**src/cbp_pkg.sv**
```systemverilog
package cbp_pkg;

    localparam int DOUBLE_ROUNDS = 10;
    // Each double round is a column half and a diagonal half, each split in two stages.
    localparam int NUM_STAGES    = 4 * DOUBLE_ROUNDS;

    typedef logic [15:0][31:0] t_words;

    typedef struct packed {
        logic [63:0] in_words_0_1;
        logic [63:0] in_words_2_3;
        logic [63:0] in_words_4_5;
        logic [63:0] in_words_6_7;
        logic [63:0] in_words_8_9;
        logic [63:0] in_words_10_11;
        logic [63:0] in_words_12_13;
        logic [63:0] in_words_14_15;
    } t_in_item;

    typedef struct packed {
        logic [63:0] out_words_0_1;
        logic [63:0] out_words_2_3;
        logic [63:0] out_words_4_5;
        logic [63:0] out_words_6_7;
        logic [63:0] out_words_8_9;
        logic [63:0] out_words_10_11;
        logic [63:0] out_words_12_13;
        logic [63:0] out_words_14_15;
    } t_out_item;

    typedef struct packed {
        logic diag;   // mix diagonals instead of columns
        logic part;   // second half of the quarter round (rotates 8 and 7)
    } t_stage_ctl;

endpackage

```
**src/cbp_stage.sv**
```systemverilog
module cbp_stage (
    input  logic               i_clk,
    input  logic               i_rst_n,
    input  cbp_pkg::t_stage_ctl i_ctl,
    input  logic               i_valid,
    input  cbp_pkg::t_words    i_words,
    output logic               o_valid,
    output cbp_pkg::t_words    o_words
);
    import cbp_pkg::*;

    logic   r_valid;
    t_words r_words;
    t_words n_words;

    always_comb begin
        logic [1:0]  qb;
        logic [1:0]  qc;
        logic [1:0]  qd;
        logic [3:0]  ia;
        logic [3:0]  ib;
        logic [3:0]  ic;
        logic [3:0]  id;
        logic [31:0] a;
        logic [31:0] b;
        logic [31:0] c;
        logic [31:0] d;
        n_words = i_words;
        for (int q = 0; q < 4; q++) begin
            // diagonals shift rows 1..3 by one, two and three lanes
            qb = 2'(q) + {1'b0, i_ctl.diag};
            qc = 2'(q) + {i_ctl.diag, 1'b0};
            qd = 2'(q) + {i_ctl.diag, i_ctl.diag};
            ia = {2'b00, 2'(q)};
            ib = {2'b01, qb};
            ic = {2'b10, qc};
            id = {2'b11, qd};
            a  = i_words[ia];
            b  = i_words[ib];
            c  = i_words[ic];
            d  = i_words[id];
            if (!i_ctl.part) begin
                a = a + b;
                d = d ^ a;
                d = {d[15:0], d[31:16]};
                c = c + d;
                b = b ^ c;
                b = {b[19:0], b[31:20]};
            end else begin
                a = a + b;
                d = d ^ a;
                d = {d[23:0], d[31:24]};
                c = c + d;
                b = b ^ c;
                b = {b[24:0], b[31:25]};
            end
            n_words[ia] = a;
            n_words[ib] = b;
            n_words[ic] = c;
            n_words[id] = d;
        end
    end

    always_ff @(posedge i_clk) begin
        if (!i_rst_n) begin
            r_valid <= 1'b0;
        end else begin
            r_valid <= i_valid;
        end
    end

    // hold data when no beat passes
    always_ff @(posedge i_clk) begin
        if (i_valid) begin
            r_words <= n_words;
        end
    end

    assign o_valid = r_valid;
    assign o_words = r_words;

endmodule

```
**config.mk**
```make
export PLATFORM = sky130hd
export DESIGN_NAME = cbp_stage
export DESIGN_NICKNAME = d
export VERILOG_FILES = /design/src/cbp_pkg.sv /design/src/cbp_stage.sv
export SDC_FILE = /design/constraint.sdc
export NUM_CORES = 2
export LEC_CHECK = 0
export ABC_AREA = 1
export BUFFER_PORTS_ARGS = -buffer_cell sky130_fd_sc_hd__buf_2
export CORE_MARGIN = 4
export CORE_UTILIZATION = 35
export CTS_CLUSTER_SIZE = 30
export DETAILED_ROUTE_END_ITERATION = 16
export HOLD_SLACK_MARGIN = 0.12
export SLEW_MARGIN = 20
export SYNTH_ARGS = -nofsm -noshare
export SYNTH_HDL_FRONTEND = slang
export SYNTH_SLANG_ARGS = --single-unit
```
**constraint.sdc**
```tcl
create_clock -name i_clk -period 7.72 [get_ports i_clk]
set_input_delay 1.158 -clock i_clk [delete_from_list [all_inputs] [get_ports i_clk]]
set_output_delay 1.158 -clock i_clk [all_outputs]
set_load 0.03 [all_outputs]
```
==> metrics.csv <==
metric;value;unit
status;finished clean;
ys_types;64;
vias;78109;
cp_common_cell;nand2_1;
finalCritPeriodShare;0.9937;
post_drt_wl_per_cell;33.75;um
cp.arrival;8.13;ns
clockBufferDepth;3;
dp.cells;13314;
pre_cts_ws;-0.9259;ns
path_class;in -> reg;
stdcell_area;0.07756;mm2
async_flop_share;0;
grt_max_degree;156;
critPathCaptureType;register;
syn-num-nets;10022;
leakagePower;40.03;nW
worst_hold_slack;0.6084;ns
synthCells;9150;
setup_ws;0.04827;ns
drc;0;
layout_commonest_cell;nand2_1;
detailed_place_hpwl;399900;um
layout.nets;12053;
dieArea;0.1749;mm2
hold_buffers;0;
grt_pass1_wl;591900;um
routed_wl;454500;um
viasPerCell;5.799;
clk_pin_slew_worst_paths;0.05;ns
synth_seq_cells;513;
yosysWarnings;0;
placed_cell_area;0.07498;mm2
crit_path_start_kind;input port;
fp.dieH;418.2;um
final_cells;13469;
ctsHtreeMaxLevel;3;
finalSetupViolations;0;
cts_tree;yes;
die_w;418.2;um
hold_path.class;in -> reg;
nFillCells;17711;
ys_seq_area_frac;0.2614;
numClockSinks;513;
synthFlopType;edfxtp_1;
port_buffers;1029;
slew_headroom;0.06908;
grt_usage;0.4976;
initial_core_util;0.3522;
syn_area;0.05889;mm2
overflow;0;
first_pass_iters;9;
finalMaxSlewViolations;0;
p_total;27.47;mW
cpPeakStageDelay;0.45;ns
ir_drop;0.0002046;V
finalHoldViolations;0;
cts-root-buf;clkbuf_16;
final.setup.tns;0;ns
num_io_pins;1030;
cp_max_fo;35;
maxCapViolations;0;
fmax;0.1303;GHz
drive_gt1_frac;0.2520;
syn_to_final_growth;31.69;%
critical_path_required;8.17;ns
antenna_found_initial;67;
drtIter0Drc;11419;
gp_congestion;1.139;
cts_setup_buffers;0;
syn_area_per_cell;6.437;um2
numCtsBuffers;68;
final_cell_mix;nand2_1, buf_4, nand3_1, inv_1, buf_2;
p_per_area;354.3;mW/mm2
tightestPinTransition;1.382;ns
first_global_vias;72120;
final_util;0.4638;
ant_nets;0;
slowest_stage;ha_2;
period_needed;7.672;ns
rsz0062_at_grt;no;
row_count;150;
synth-edff-count;512;
core;0.1672;mm2
-- where the power goes --
part	leakage (nW)	switching, mW	internal (mW)
combinational	33.9	13.2	6.12
sequential	5.01	0.549	4.00
clock	1.15	1.56	2.03
-- synthesized netlist by cell type (all sizes together), types with 2 or more instances --
cell	count	area share
nand2	3025	0.20
nand3	1207	0.11
inv	1126	0.072
o21ai	856	0.073
edfxtp	512	0.26
nor2	511	0.035
a21oi	407	0.035
ha	350	0.074
xor2	214	0.033
or2	156	0.017
clkbuf	133	0.0090
buf	116	0.0094
xnor2	115	0.017
nor3	80	0.0071
mux2i	67	0.011
nand4	51	0.0054
nand3b	39	0.0051
a31oi	30	0.0032
o21bai	29	0.0038
o21a	27	0.0034
a211oi	19	0.0024
a21boi	12	0.0015
a21o	12	0.0015
and2	9	0.00096
and3	7	0.00074
nor4	7	0.0011
fa	5	0.0017
o221a	5	0.00096
nor3b	4	0.00076
o211ai	4	0.00051
a31o	3	0.00045
clkinv	3	0.00019
o22ai	2	0.00021
-- area by class of cell --
cell class	instances	area [um2]	share of cell area
tap	2204	2758	0.03556
sequential	513	15390	0.1985
antenna	33	82.58	0.001065
clock buffer	75	1738	0.02241
clock inverter	46	665.6	0.008583
inverter	1129	4253	0.05484
multi-input combinational	7259	38290	0.4937
timing repair buffer	2210	14380	0.1854
-- logic make-up (layout without fill, tap and decap cells) --
logic type / count (synthesis) / count (layout) / share of synthesized area
AND/OR/NAND/NOR: 5097 / 5097 / 0.3831
AO/OA/AOI/OAI: 1411 / 1411 / 0.1273
buffers and inverters: 1378 / 3460 / 0.09031
flip-flops: 513 / 513 / 0.2614
adder cells (fa/ha/maj): 355 / 355 / 0.07606
XOR/XNOR: 329 / 329 / 0.05046
multiplexers: 67 / 67 / 0.01139
other: 0 / 33 / 0
-- final timing paths --
path	start	end	slack, ns	depth (start not counted)
setup / recovery	i_ctl[1]	o_words[160]$_DFFE_PP_	0.05	36
hold / removal	i_rst_n	o_valid$_SDFF_PN0_	0.61	3
-- sequential cells by signal (all words and copies together), names as in the netlist --
register and count:
o_valid 1, o_words 512
-- critical path, delay by kind of cell --
kind            cells  cell delay (ns)
buf+inv            11             2.24
simple gates       15             1.94
compound gates      7             1.55
fa+ha+maj           2             0.81
xor+xnor            1             0.37
-- routing by layer --
layer | wire length (um) | global-route usage
met1 | 156700 | 0.5562
met2 | 189100 | 0.7442
met3 | 54650 | 0.1638
met4 | 53810 | 0.4672
met5 | 283 | 0
-- timing repair --
action | in CTS | in global routing
resized for setup | 3 | 10
pin swaps | 0 | 0
setup endpoints to repair | 7 | 30
hold endpoints to repair | 0 | 0
(Power assumes the default switching activity.)
